File: src/design/prb_pkg.sv
`timescale 1ns / 1ps

package prb_pkg;

  localparam int SLOTS_DEF       = 64;
  localparam int MAX_PAYLOAD_DEF = 2048;

  localparam int ACT_W  = 2;
  localparam int SEQ_W  = 16;
  localparam int TS_W   = 32;
  localparam int LEN_W  = 16;
  localparam int STAT_W = 2;
  localparam int SLOT_W = 6;
  localparam int OCC_W  = 7;

  typedef enum logic [ACT_W-1:0] {
    ACT_PUSH  = 2'd0,
    ACT_TAKE  = 2'd1,
    ACT_FLOOR = 2'd2,
    ACT_FLUSH = 2'd3
  } action_t;

  typedef enum logic [STAT_W-1:0] {
    ST_OK    = 2'd0,
    ST_IGN   = 2'd1,
    ST_ERR   = 2'd2,
    ST_EMPTY = 2'd3
  } status_t;

  typedef enum logic [1:0] {
    S_IDLE,
    S_CLEAR,
    S_SCAN,
    S_FIN
  } state_t;

  typedef struct packed {
    logic             vld;
    logic [SEQ_W-1:0] seq;
    logic [TS_W-1:0]  ts;
    logic [LEN_W-1:0] len;
  } ent_t;

endpackage

File: src/design/packet_reorder_playout_buffer.sv
`timescale 1ns / 1ps

// channel | beat moves                                           | handshake
// --------+------------------------------------------------------+---------------------
// in      | action, sequence_req, timestamp, pkt_len, floor_ex   | in_valid / in_stall
// out     | status, slot, sequence, timestamp, length, occupancy | out_valid / out_stall
//
// One input beat at a time. Push and take scan the slot memory one entry a
// cycle through its single read port. Flush and set floor sweep the memory
// through its write port. A push refused on length, floor or lateness skips
// the scan and goes straight to its result.
// After reset the slot memory is cleared before in_stall drops.
// A finished result waits in the output register; the next beat is taken
// meanwhile, and only its final step waits while out_stall holds.

module packet_reorder_playout_buffer #(
  parameter int SLOTS       = prb_pkg::SLOTS_DEF,
  parameter int MAX_PAYLOAD = prb_pkg::MAX_PAYLOAD_DEF
) (
  input  logic                        clk,
  input  logic                        rst_n,

  input  logic                        in_valid,
  output logic                        in_stall,
  input  logic [prb_pkg::ACT_W-1:0]   in_action,
  input  logic [prb_pkg::SEQ_W-1:0]   in_sequence_req,
  input  logic [prb_pkg::TS_W-1:0]    in_timestamp,
  input  logic [prb_pkg::LEN_W-1:0]   in_pkt_len,
  input  logic                        in_floor_exclusive,

  output logic                        out_valid,
  input  logic                        out_stall,
  output logic [prb_pkg::STAT_W-1:0]  out_status,
  output logic [prb_pkg::SLOT_W-1:0]  out_slot,
  output logic [prb_pkg::SEQ_W-1:0]   out_sequence,
  output logic [prb_pkg::TS_W-1:0]    out_timestamp,
  output logic [prb_pkg::LEN_W-1:0]   out_length,
  output logic [prb_pkg::OCC_W-1:0]   out_occupancy
);

  import prb_pkg::*;

  localparam int IDX_W = $clog2(SLOTS);
  localparam int CNT_W = $clog2(SLOTS + 1);

  state_t           state_r, state_nxt;

  action_t          act_r, act_nxt;
  logic [SEQ_W-1:0] seq_r, seq_nxt;
  logic [TS_W-1:0]  ts_r, ts_nxt;
  logic [LEN_W-1:0] len_r, len_nxt;
  logic             excl_r, excl_nxt;
  status_t          pre_code_r, pre_code_nxt;
  logic             fl_pend_r, fl_pend_nxt;

  logic [CNT_W-1:0] rd_cnt_r, rd_cnt_nxt;
  logic             chk_vld_r, chk_vld_nxt;
  logic [IDX_W-1:0] chk_idx_r, chk_idx_nxt;
  logic [IDX_W-1:0] clr_idx_r, clr_idx_nxt;

  logic             dup_r, dup_nxt;
  logic             have_free_r, have_free_nxt;
  logic [IDX_W-1:0] free_idx_r, free_idx_nxt;
  logic             found_r, found_nxt;
  logic [IDX_W-1:0] best_idx_r, best_idx_nxt;
  logic [SEQ_W-1:0] best_dist_r, best_dist_nxt;
  logic [SEQ_W-1:0] best_seq_r, best_seq_nxt;
  logic [TS_W-1:0]  best_ts_r, best_ts_nxt;
  logic [LEN_W-1:0] best_len_r, best_len_nxt;

  logic [CNT_W-1:0] cnt_r, cnt_nxt;
  logic [SEQ_W-1:0] exp_r, exp_nxt;
  logic             playing_r, playing_nxt;
  logic             seq_known_r, seq_known_nxt;
  logic             floor_act_r, floor_act_nxt;
  logic [TS_W-1:0]  floor_ts_r, floor_ts_nxt;
  logic             floor_excl_r, floor_excl_nxt;

  logic             out_valid_r, out_valid_nxt;
  status_t          out_status_r, out_status_nxt;
  logic [SLOT_W-1:0] out_slot_r, out_slot_nxt;
  logic [SEQ_W-1:0] out_seq_r, out_seq_nxt;
  logic [TS_W-1:0]  out_ts_r, out_ts_nxt;
  logic [LEN_W-1:0] out_len_r, out_len_nxt;
  logic [OCC_W-1:0] out_occ_r, out_occ_nxt;

  logic             mem_we;
  logic [IDX_W-1:0] mem_waddr;
  ent_t             mem_wdata;
  ent_t             rd_ent;

  logic             in_acc;
  logic             out_free;
  logic             commit;
  logic             last_chk;
  logic             clr_last;
  logic             push_ok;
  logic             scan_issue;

  logic [TS_W-1:0]  floor_diff;
  logic [SEQ_W-1:0] in_dist;
  logic [SEQ_W-1:0] held_dist;
  logic [SEQ_W-1:0] ent_dist;
  logic             bad_len;
  logic             before_floor;
  logic             late;
  status_t          pre_code;

  prb_ram #(
    .WIDTH ($bits(ent_t)),
    .DEPTH (SLOTS)
  ) u_ram (
    .clk   (clk),
    .we    (mem_we),
    .waddr (mem_waddr),
    .wdata (mem_wdata),
    .raddr (rd_cnt_r[IDX_W-1:0]),
    .rdata (rd_ent)
  );

  assign in_acc     = in_valid && !in_stall;
  assign out_free   = !out_valid_r || !out_stall;
  assign commit     = (state_r == S_FIN) && out_free;
  assign last_chk   = chk_vld_r && (chk_idx_r == IDX_W'(SLOTS - 1));
  assign clr_last   = clr_idx_r == IDX_W'(SLOTS - 1);
  assign push_ok    = (pre_code_r == ST_OK) && !dup_r && have_free_r;
  assign scan_issue = (state_r == S_SCAN) && (rd_cnt_r < CNT_W'(SLOTS));

  assign floor_diff   = in_timestamp - floor_ts_r;
  assign in_dist      = in_sequence_req - exp_r;
  assign held_dist    = seq_r - exp_r;
  assign ent_dist     = rd_ent.seq - exp_r;
  assign bad_len      = (in_pkt_len == '0) || (in_pkt_len > LEN_W'(MAX_PAYLOAD));
  assign before_floor = floor_act_r &&
                        (floor_diff[TS_W-1] || ((floor_diff == '0) && floor_excl_r));
  assign late         = seq_known_r && playing_r && in_dist[SEQ_W-1];

  always_comb begin
    if (bad_len) begin
      pre_code = ST_ERR;
    end else if (before_floor || late) begin
      pre_code = ST_IGN;
    end else begin
      pre_code = ST_OK;
    end
  end

  // next state
  always_comb begin
    state_nxt = state_r;
    case (state_r)
      S_IDLE: begin
        if (in_acc) begin
          case (action_t'(in_action))
            ACT_PUSH: state_nxt = (pre_code == ST_OK) ? S_SCAN : S_FIN;
            ACT_TAKE: state_nxt = S_SCAN;
            default:  state_nxt = S_CLEAR;
          endcase
        end
      end
      S_CLEAR: begin
        if (clr_last) begin
          state_nxt = fl_pend_r ? S_FIN : S_IDLE;
        end
      end
      S_SCAN: begin
        if (last_chk) begin
          state_nxt = S_FIN;
        end
      end
      S_FIN: begin
        if (out_free) begin
          state_nxt = S_IDLE;
        end
      end
      default: state_nxt = S_IDLE;
    endcase
  end

  // outputs of the control: stall and memory write port
  always_comb begin
    in_stall  = 1'b1;
    mem_we    = 1'b0;
    mem_waddr = clr_idx_r;
    mem_wdata = '0;
    case (state_r)
      S_IDLE: begin
        in_stall = 1'b0;
      end
      S_CLEAR: begin
        mem_we = 1'b1;
      end
      S_FIN: begin
        if (commit && (act_r == ACT_PUSH) && push_ok) begin
          mem_we        = 1'b1;
          mem_waddr     = free_idx_r;
          mem_wdata.vld = 1'b1;
          mem_wdata.seq = seq_r;
          mem_wdata.ts  = ts_r;
          mem_wdata.len = len_r;
        end else if (commit && (act_r == ACT_TAKE) && found_r) begin
          mem_we    = 1'b1;
          mem_waddr = best_idx_r;
        end
      end
      default: begin
        in_stall = 1'b1;
      end
    endcase
  end

  // datapath
  always_comb begin
    act_nxt        = act_r;
    seq_nxt        = seq_r;
    ts_nxt         = ts_r;
    len_nxt        = len_r;
    excl_nxt       = excl_r;
    pre_code_nxt   = pre_code_r;
    fl_pend_nxt    = fl_pend_r;
    rd_cnt_nxt     = rd_cnt_r;
    chk_vld_nxt    = scan_issue;
    chk_idx_nxt    = rd_cnt_r[IDX_W-1:0];
    clr_idx_nxt    = clr_idx_r;
    dup_nxt        = dup_r;
    have_free_nxt  = have_free_r;
    free_idx_nxt   = free_idx_r;
    found_nxt      = found_r;
    best_idx_nxt   = best_idx_r;
    best_dist_nxt  = best_dist_r;
    best_seq_nxt   = best_seq_r;
    best_ts_nxt    = best_ts_r;
    best_len_nxt   = best_len_r;
    cnt_nxt        = cnt_r;
    exp_nxt        = exp_r;
    playing_nxt    = playing_r;
    seq_known_nxt  = seq_known_r;
    floor_act_nxt  = floor_act_r;
    floor_ts_nxt   = floor_ts_r;
    floor_excl_nxt = floor_excl_r;
    out_valid_nxt  = out_valid_r;
    out_status_nxt = out_status_r;
    out_slot_nxt   = out_slot_r;
    out_seq_nxt    = out_seq_r;
    out_ts_nxt     = out_ts_r;
    out_len_nxt    = out_len_r;
    out_occ_nxt    = out_occ_r;

    if (in_acc) begin
      act_nxt       = action_t'(in_action);
      seq_nxt       = in_sequence_req;
      ts_nxt        = in_timestamp;
      len_nxt       = in_pkt_len;
      excl_nxt      = in_floor_exclusive;
      pre_code_nxt  = pre_code;
      fl_pend_nxt   = (action_t'(in_action) == ACT_FLOOR) ||
                      (action_t'(in_action) == ACT_FLUSH);
      rd_cnt_nxt    = '0;
      clr_idx_nxt   = '0;
      dup_nxt       = 1'b0;
      have_free_nxt = 1'b0;
      found_nxt     = 1'b0;
    end

    if (scan_issue) begin
      rd_cnt_nxt = rd_cnt_r + 1'b1;
    end

    if (state_r == S_CLEAR) begin
      clr_idx_nxt = clr_idx_r + 1'b1;
    end

    // fold one entry into the scan
    if (chk_vld_r) begin
      if (act_r == ACT_PUSH) begin
        if (rd_ent.vld && (rd_ent.seq == seq_r)) begin
          dup_nxt = 1'b1;
        end
        if (!rd_ent.vld && !have_free_r) begin
          have_free_nxt = 1'b1;
          free_idx_nxt  = chk_idx_r;
        end
      end else if (rd_ent.vld && (!found_r || (ent_dist < best_dist_r))) begin
        found_nxt     = 1'b1;
        best_idx_nxt  = chk_idx_r;
        best_dist_nxt = ent_dist;
        best_seq_nxt  = rd_ent.seq;
        best_ts_nxt   = rd_ent.ts;
        best_len_nxt  = rd_ent.len;
      end
    end

    if (commit) begin
      out_valid_nxt  = 1'b1;
      out_status_nxt = ST_OK;
      out_slot_nxt   = '0;
      out_seq_nxt    = '0;
      out_ts_nxt     = '0;
      out_len_nxt    = '0;
      case (act_r)
        ACT_PUSH: begin
          if (pre_code_r != ST_OK) begin
            out_status_nxt = pre_code_r;
          end else if (dup_r) begin
            out_status_nxt = ST_IGN;
          end else if (!have_free_r) begin
            out_status_nxt = ST_ERR;
          end else begin
            out_slot_nxt  = SLOT_W'(free_idx_r);
            cnt_nxt       = cnt_r + 1'b1;
            seq_known_nxt = 1'b1;
            if (!seq_known_r || (!playing_r && held_dist[SEQ_W-1])) begin
              exp_nxt = seq_r;
            end
          end
        end
        ACT_TAKE: begin
          if (!found_r) begin
            out_status_nxt = ST_EMPTY;
          end else begin
            out_slot_nxt  = SLOT_W'(best_idx_r);
            out_seq_nxt   = best_seq_r;
            out_ts_nxt    = best_ts_r;
            out_len_nxt   = best_len_r;
            exp_nxt       = best_seq_r + 1'b1;
            playing_nxt   = 1'b1;
            floor_act_nxt = 1'b0;
            if (cnt_r != '0) begin
              cnt_nxt = cnt_r - 1'b1;
            end
          end
        end
        default: begin
          cnt_nxt       = '0;
          exp_nxt       = '0;
          playing_nxt   = 1'b0;
          seq_known_nxt = 1'b0;
          floor_act_nxt = (act_r == ACT_FLOOR);
          if (act_r == ACT_FLOOR) begin
            floor_ts_nxt   = ts_r;
            floor_excl_nxt = excl_r;
          end
        end
      endcase
      out_occ_nxt = OCC_W'(cnt_nxt);
    end else if (out_valid_r && !out_stall) begin
      out_valid_nxt = 1'b0;
    end
  end

  always_ff @(posedge clk) begin
    if (!rst_n) begin
      state_r      <= S_CLEAR;
      fl_pend_r    <= 1'b0;
      rd_cnt_r     <= '0;
      chk_vld_r    <= 1'b0;
      clr_idx_r    <= '0;
      cnt_r        <= '0;
      exp_r        <= '0;
      playing_r    <= 1'b0;
      seq_known_r  <= 1'b0;
      floor_act_r  <= 1'b0;
      floor_ts_r   <= '0;
      floor_excl_r <= 1'b0;
      out_valid_r  <= 1'b0;
    end else begin
      state_r      <= state_nxt;
      fl_pend_r    <= fl_pend_nxt;
      rd_cnt_r     <= rd_cnt_nxt;
      chk_vld_r    <= chk_vld_nxt;
      clr_idx_r    <= clr_idx_nxt;
      cnt_r        <= cnt_nxt;
      exp_r        <= exp_nxt;
      playing_r    <= playing_nxt;
      seq_known_r  <= seq_known_nxt;
      floor_act_r  <= floor_act_nxt;
      floor_ts_r   <= floor_ts_nxt;
      floor_excl_r <= floor_excl_nxt;
      out_valid_r  <= out_valid_nxt;
    end
  end

  always_ff @(posedge clk) begin
    act_r        <= act_nxt;
    seq_r        <= seq_nxt;
    ts_r         <= ts_nxt;
    len_r        <= len_nxt;
    excl_r       <= excl_nxt;
    pre_code_r   <= pre_code_nxt;
    chk_idx_r    <= chk_idx_nxt;
    dup_r        <= dup_nxt;
    have_free_r  <= have_free_nxt;
    free_idx_r   <= free_idx_nxt;
    found_r      <= found_nxt;
    best_idx_r   <= best_idx_nxt;
    best_dist_r  <= best_dist_nxt;
    best_seq_r   <= best_seq_nxt;
    best_ts_r    <= best_ts_nxt;
    best_len_r   <= best_len_nxt;
    out_status_r <= out_status_nxt;
    out_slot_r   <= out_slot_nxt;
    out_seq_r    <= out_seq_nxt;
    out_ts_r     <= out_ts_nxt;
    out_len_r    <= out_len_nxt;
    out_occ_r    <= out_occ_nxt;
  end

  assign out_valid     = out_valid_r;
  assign out_status    = out_status_r;
  assign out_slot      = out_slot_r;
  assign out_sequence  = out_seq_r;
  assign out_timestamp = out_ts_r;
  assign out_length    = out_len_r;
  assign out_occupancy = out_occ_r;

  a_cnt_bound: assert property (@(posedge clk) disable iff (!rst_n)
    cnt_r <= CNT_W'(SLOTS))
    else $error("held count above slot count");

  a_fin_holds: assert property (@(posedge clk) disable iff (!rst_n)
    (state_r == S_FIN) && out_valid_r && out_stall |=> (state_r == S_FIN))
    else $error("result committed over a stalled output beat");

  a_take_dec: assert property (@(posedge clk) disable iff (!rst_n)
    commit && (act_r == ACT_TAKE) && found_r |=> cnt_r == $past(cnt_r) - 1'b1)
    else $error("delivered take did not drop the count");

  a_no_wr_scan: assert property (@(posedge clk) disable iff (!rst_n)
    (state_r == S_SCAN) |-> !mem_we)
    else $error("slot memory written during a scan");

endmodule

File: src/design/prb_ram.sv
`timescale 1ns / 1ps

module prb_ram #(
  parameter int WIDTH = 8,
  parameter int DEPTH = 64
) (
  input  logic                     clk,
  input  logic                     we,
  input  logic [$clog2(DEPTH)-1:0] waddr,
  input  logic [WIDTH-1:0]         wdata,
  input  logic [$clog2(DEPTH)-1:0] raddr,
  output logic [WIDTH-1:0]         rdata
);

  logic [WIDTH-1:0] mem [DEPTH];

  always_ff @(posedge clk) begin
    if (we) begin
      mem[waddr] <= wdata;
    end
    rdata <= mem[raddr];
  end

endmodule

File: config.mk
export PLATFORM = sky130hd
export DESIGN_NAME = packet_reorder_playout_buffer
export DESIGN_NICKNAME = d
export VERILOG_FILES = /design/src/design/prb_pkg.sv /design/src/design/packet_reorder_playout_buffer.sv /design/src/design/prb_ram.sv
export SDC_FILE = /design/constraint.sdc
export NUM_CORES = 2
export LEC_CHECK = 0
export ABC_CLOCK_PERIOD_IN_PS = 26400
export BUFFER_PORTS_ARGS = -buffer_cell sky130_fd_sc_hd__buf_2
export CELL_PAD_IN_SITES_DETAIL_PLACEMENT = 1
export CELL_PAD_IN_SITES_GLOBAL_PLACEMENT = 1
export CORE_UTILIZATION = 63
export CTS_BUF_LIST = sky130_fd_sc_hd__clkbuf_8
export DETAILED_ROUTE_END_ITERATION = 8
export HOLD_SLACK_MARGIN = 0.05
export PLACE_DENSITY = 0.87
export SYNTH_ARGS = -nofsm -noshare
export SYNTH_HDL_FRONTEND = slang
export SYNTH_MEMORY_MAX_BITS = 65536
export SYNTH_SLANG_ARGS = --single-unit
File: constraint.sdc
create_clock -name clk -period 26.4 [get_ports clk]
set_input_delay 2.64 -clock clk [delete_from_list [all_inputs] [get_ports clk]]
set_output_delay 2.64 -clock clk [all_outputs]
set_load 0.01 [all_outputs]
* Yosys cells after proc, flatten, opt, wreduce, memory -nomap -nowiden
Memory sizes are Yosys's and may differ from the RTL's. A register that Yosys moved wholly into a read port is not among the register bits.
Index checks and enable logic that the tools add are counted.
Widths: inputs -> output; s select.
** Cells by class
- Add/sub/neg operators :: 9
- $mul :: 0
- Divide/modulo/power cells :: 0
- Magnitude comparators :: 3
- Equal/unequal tests :: 20
- Shift-type cells :: 0
- Multiplexer cells :: 69
- Bitwise logic cells :: 3
- Reductions and logical operators :: 55
** Operator list (number)
- $mux 65 :: 2
- $mux 16 :: 5
- $mux 6 :: 9
- $mux 7 :: 7
- $sub 16x16->16 :: 3
- $logic_not 32->1 :: 1
- $pmux 16 s2 :: 1
- $sub 32x32->32 :: 1
- $mux 1 :: 26
- $mux 2 :: 10
- $logic_and 1x1->1 :: 19
- $add 16x1->16 const B :: 1
- $eq 16x16->1 :: 1
- $gt 16x12->1 const B :: 1
- $logic_not 16->1 :: 1
- $lt 16x16->1 :: 1
- $ne 2x2->1 const B :: 8
- $add 7x1->7 const B :: 2
- $pmux 7 s2 :: 1
- $eq 6x6->1 const B :: 2
- $pmux 6 s2 :: 1
- $reduce_and 3->1 :: 4
- $eq 2x2->1 const B :: 5
- $logic_not 2->1 :: 5
- 18 further kinds :: 42
** Storage, ports and cells
- Bits in registers :: 326
- Bits in latches :: 0
- Memory bits (writable) :: 4160
- Bits in read-only memories :: 0
- Input bits :: 71
- Output and inout bits :: 81
- Logic and storage cells :: 195
- Memories :: 1
** Memories
- u_ram.mem :: words 64, width 65, read ports 1, clocked after Yosys merged registers in 1, write ports 1, RTL line prb_ram.sv:15 : logic [WIDTH-1:0] mem [DEPTH];

* Longest topological paths before layout
- Word-level depth :: 13
- Depth in mapped cells :: 21
- Gate-level depth less buffers :: 21

* Hierarchy
From an unflattened synthesis, not the netlist that was laid out.
** Second synthesis, totals
- Cells, all modules :: 8163
- Area total of the unflattened synthesis :: 175086.7 µm²
** Modules (own cells, without submodules)
- prb_ram :: times used 1, cells an instance 6609, area each 158259.3 µm², sequential area each 126221.1 µm²
- packet_reorder_playout_buffer :: times used 1, cells an instance 1554, area each 16827.4 µm², sequential area each 8928.6 µm²

* Worst setup path before layout
Ideal clock, no wire load.
- Path type :: register -> register
- Start point :: register exp_r[0]
- End point :: register best_dist_r[0] (enable)
- Setup time :: 0.652 ns
- Arrival time :: 9.555 ns
- Data required time :: 25.748 ns
- Slack :: 16.194 ns
- Cell stages (with the launch flop) :: 20
- Buffers on the path :: 0
- Clock period less this slack :: 10.206 ns
- Path through :: dfxtp_1 -> ha_1 -> inv_1 -> fa_1 -> a21o_1 -> a21oi_1 -> o21bai_1 -> a21oi_1 -> o21bai_1 -> a21oi_1 -> o21ai_0 -> o41ai_1 -> o21bai_1 -> a21oi_1 -> xnor2_1 -> ha_1 -> a21o_1 -> a21oi_1 -> a21boi_0 -> o21ai_0
** Between the ends
- Longest elaborated chain between the ends :: 5
** Ends and longest elaborated chain
- from (decl) :: RTL line packet_reorder_playout_buffer.sv:72 : logic [SEQ_W-1:0] exp_r, exp_nxt;
- from (signal assigned) :: RTL line packet_reorder_playout_buffer.sv:373 : exp_r <= exp_nxt;
- $sub 16x16->16 :: RTL line packet_reorder_playout_buffer.sv:132 : assign ent_dist = rd_ent.seq - exp_r;
- net ent_dist[14] :: RTL line packet_reorder_playout_buffer.sv:103 : logic [SEQ_W-1:0] ent_dist;
- $lt 16x16->1 :: RTL line packet_reorder_playout_buffer.sv:283 : end else if (rd_ent.vld && (!found_r || (ent_dist < best_dist_r))) begin
- $logic_or 1x1->1 :: RTL line packet_reorder_playout_buffer.sv:283
- $logic_and 1x1->1 :: RTL line packet_reorder_playout_buffer.sv:283
- $reduce_and 3->1 (no source line)
- to (signal assigned) :: RTL line packet_reorder_playout_buffer.sv:396 : best_dist_r <= best_dist_nxt;
- to (decl) :: RTL line packet_reorder_playout_buffer.sv:66 : logic [SEQ_W-1:0] best_dist_r, best_dist_nxt;
The timed path passes the listed nets, and every way through them passes these cells.
A chain may end at the register's enable or synchronous reset.

* Worst setup path after layout
- Start point :: input out_stall
- End point :: memory u_ram.mem[11][23] (netlist bit) (enable)
** Between the ends
- Longest elaborated chain between the ends :: 10
- Elaborated cells on any way between the ends :: 15
- Those cells by class :: 8 x mux; 7 x reduce/logical
** Ends and longest elaborated chain
- from (decl) :: RTL line packet_reorder_playout_buffer.sv:32 : input logic out_stall,
- $logic_not 1->1 (*) :: RTL line packet_reorder_playout_buffer.sv:122 : assign out_free = !out_valid_r || !out_stall;
- $logic_or 1x1->1 (*) :: RTL line packet_reorder_playout_buffer.sv:122
- $logic_and 1x1->1 (*) :: RTL line packet_reorder_playout_buffer.sv:123 : assign commit = (state_r == S_FIN) && out_free;
- $logic_and 1x1->1 (2 in series) :: RTL line packet_reorder_playout_buffer.sv:201 : end else if (commit && (act_r == ACT_TAKE) && found_r) begin
- $mux 1 :: RTL line packet_reorder_playout_buffer.sv:201
- $mux 1 :: RTL line packet_reorder_playout_buffer.sv:194 : if (commit && (act_r == ACT_PUSH) && push_ok) begin
- $pmux 1 s2 :: RTL line packet_reorder_playout_buffer.sv:186 : case (state_r)
- $mux 1 :: RTL line prb_ram.sv:18 : if (we) begin
- $mux 1 (not written as such) :: RTL line prb_ram.sv:19 : mem[waddr] <= wdata;
- to (decl) :: RTL line prb_ram.sv:15
Mark *: on every way between the ends. The rest lies on a longest branch, timed or not.

==> metrics.md <==
| Metric | Value |
|---|---|
| Fill cells | 20,670 |
| Post-synthesis sequential area ratio | 77.34% |
| Gr usage total | 44.31% |
| Worst min path class | reg2reg |
| Syn Std Cell Area | 174,800 um^2 |
| Drt initial violations | 23,000 |
| Die ar. | 279,500 um^2 |
| Area Overhead vs Synth | 11.09% |
| Endpoints failing hold | 0 |
| Fin nets | 8,317 |
| GP Congestion | 0.8595 |
| Worst Setup Path Type | in2reg |
| Die Span Y | 528.7 um |
| Slew HR | -14.69% |
| Vias in the first global route | 97,380 |
| Grt total ovfl | 0 |
| Min-delay src | u_ram.rdata[35]$_DFF_P_ |
| Global-route wire length before repair | 834.1 mm |
| CTS root buf | clkbuf_8 |
| Yosys top cell area share | 75.61% |
| CP max-delay cell | a21oi_1 |
| Syn_area_per_cell | 23.36 um^2 |
| Most frequent cells in the layout | 4,400 x edfxtp_1, 1,365 x mux4_2, 721 x clkbuf_8 |
| Unrepaired setup endpoints after global routing | no |
| Area contributors post-synth | edfxtp_1 76%, mux4_2 18%, dfxtp_1 1.7% |
| Yosys Warn Count | 0 |
| Switching power | 4143 uW |
| Critical Path Start Type | input port |
| Residual DRC count | 0 |
| Pwr per Cell Area | 78.15 nW/um^2 |
| Ratio of cells with drive above 1 in the final layout | 31.40% |
| Post-synthesis register bit count | 4,551 |
| Max incr delay on CP | 1.62 ns |
| Final setup viols | 0 |
| CP required | 27.31 ns |
| Placed Cells | 11,150 |
| Total of max-cap violations | 6 |
| Crit path max fanout | 42 |
| Clk pwr share | 41.4% |
| Leak | 0.06536 uW |
| Synth async-reset ratio | 0% |
| Clk_lat worst skew | 1.35 ns |
| Status | finished with violations |
| FF-to-FF setup slack | 18.17 ns |
| VDD IR-drop max | 0.00008800 V |
| Reg-to-reg startpoint | state_r[0]$_SDFFE_PN1P_ |
| Finished Layout Cells | 12,430 |
| Sw Share | 27.31% |
| Synth unique cells | 73 |
| Period utilization | 33.42% |
| Via density | 8.225 |
| Post-CTS Hold Fix Bufs | 0 |
| Drt pass-1 iters | 8 |
| Initial antenna violation count | 90 |
| Fmax | 113.3 MHz |
| Io pins | 152 |
| Num CTS Buffers | 682 |
| Comb pwr share | 4.8% |
| Endpoint class of the critical path | register |
| Storage cell area | 135,200 um^2 |
| Avg WL per Cell | 53.39 um |
| Violated checks | capacitance limit, slew limit |
| Drt total wl | 663.7 mm |
| Final Max Tran Viols | 399 |
| H-tree depth | 6 |
| Syn Inst Count | 7,481 |
| Sequential Power Share | 53.7% |
| Routed vias | 102,300 |
| Number of synthesized flops with an enable pin | 4,400 |
| WP buf/inv | 3 |
| Clock Sinks | 4,551 |
| ANT nets after route | 0 |
| Post-CTS Resized | 0 |
| Clock Tree Buf Depth | 4 |
| Cell area after layout | 194,100 um^2 |
| Syn_nets | 7,649 |
| Num rows | 192 |
| Min Tclk post-route | 8.823 ns |
| Slew @ Worst Pin | 1.720 ns |
| Setup Buffers After CTS | 0 |
| Largest net degree at the start of global routing | 136 |
| Primary FF master, synth | edfxtp_1 |
| I/O Buffers | 151 |
| Synth area leader | edfxtp_1 |
| Initial core utilization | 63.59% |
| Crit path launch | out_stall |
| Signal arrival time at the worst endpoint | 9.73 ns |
| P_int | 11,030 uW |
| Die Span X | 528.7 um |
| Worst clock skew | 0.1407 ns |
| Delay-heaviest family, CP | simple AND/OR/NAND/NOR gates |
| Placeable Area | 274,800 um^2 |
| Hpwl dp | 298.6 mm |
| DP Area | 180,900 um^2 |
| Most common cell after layout, fill and taps aside | edfxtp_1 |
| TritonCTS clock tree | done |
| Cell breakdown of the critical path | buf_2 > nand2_1 > nand3_1 > a21oi_1 > o21ai_1 > buf_4 > nor2_1 > nand3_1 > nor2_4 > buf_4 |
| Post-route setup TNS | 0 ns |
| Clock slew at reported path FFs | 0.07 ns |
| Area of the multi-input gates | 38,410 um^2 |
path summary, 6_finish.rpt:
check                                              endpoint  cells after the start
worst min register to register      best_ts_r[19]$_DFFE_PP_                      0
worst max register to register  u_ram.mem[11][23]$_DFFE_PP_                      8
worst max-delay path            u_ram.mem[11][23]$_DFFE_PP_                     10
worst min-delay path                best_ts_r[19]$_DFFE_PP_                      0
metal layers:
metal / GRT usage (%) / vias to the layer above / wire length, um
met2: 66.92 / 14430 / 300400
met4: 26.32 / 78 / 57680
met1: 57.00 / 51280 / 192500
met5: 0 / - / 733
li1: - / 33310 / -
met3: 14.40 / 3158 / 112400
cells by family after synthesis:
logic type      Yosys count  share of synthesized area [%]
flops                  4551                          77.34
xor+xnor                 62                         0.3107
buf+inv                 469                          1.014
mux                    1386                          17.71
fa+ha+maj                97                         0.7031
simple gates            614                          1.752
compound gates          302                          1.168
power groups by stage:
| stage | combinational, uW | clock, uW | sequential (uW) |
|---|---|---|---|
| 4_1_cts | 671 | 6000 | 8120 |
| 2_1_floorplan | 368 | 0 | 8190 |
| 6_report | 731 | 6290 | 8150 |
| 3_3_place_gp | 583 | 0 | 8240 |
| 5_1_grt | 724 | 6390 | 8140 |
| 3_5_place_dp | 624 | 0 | 8260 |
stage by stage:
stage	hold WS, ns	worst slack [ns]	total power, uW	util [%]
after global placement	0.3878	17.90	8820	65.83
after CTS	0.3921	17.95	14790	70.57
after global routing	0.4176	17.65	15260	70.61
after floorplan	0.3290	16.19	8557	-
final	0.4182	17.58	15170	70.64
after detailed placement	0.3902	17.32	8883	65.83
area by class of cell:
type | instances | share of cell area, %
Inverter | 94 | 0.1869
Multi-Input combinational cell | 2461 | 19.78
Clock inverter | 521 | 1.600
Sequential cell | 4551 | 69.63
Tap cell | 3686 | 2.376
Timing Repair Buffer | 359 | 1.258
Antenna cell | 39 | 0.05027
Clock buffer | 721 | 5.112
cells in the mapped netlist (4+ instances only):
cell type / count
edfxtp_1: 4400
mux4_2: 1365
clkbuf_1: 268
nand2_1: 181
dfxtp_1: 151
nor2_1: 127
buf_1: 102
ha_1: 95
inv_1: 92
and3_1: 73
and2_1: 70
a21oi_1: 66
a21boi_0: 45
o21ai_0: 45
nand3_1: 41
xnor2_1: 38
nand4_1: 27
xor2_1: 24
o211ai_1: 22
nor2b_1: 21
mux2i_1: 19
a21o_1: 18
nor3_1: 16
o21a_1: 14
o22ai_1: 11
nand2b_1: 9
nor4_1: 9
o21bai_1: 9
or3_1: 9
a22o_1: 7
nor3b_1: 7
o21ai_1: 7
a211oi_1: 6
a22oi_1: 6
a31oi_1: 6
o2111ai_1: 6
o31ai_1: 6
or2_2: 4
flip-flops by register name, summed over array words and instances (netlist names), 7 cells and up:
name and flops:
best_dist_r 16, best_len_r 16, best_seq_r 16, best_ts_r 32
cnt_r 7, exp_r 16, floor_ts_r 32, len_r 16
out_length 16, out_occupancy 7, out_sequence 16, out_timestamp 32
rd_cnt_r 7, seq_r 16, ts_r 32, u_ram.mem 4160
u_ram.rdata 65
Power figures use the tool's default switching activity.
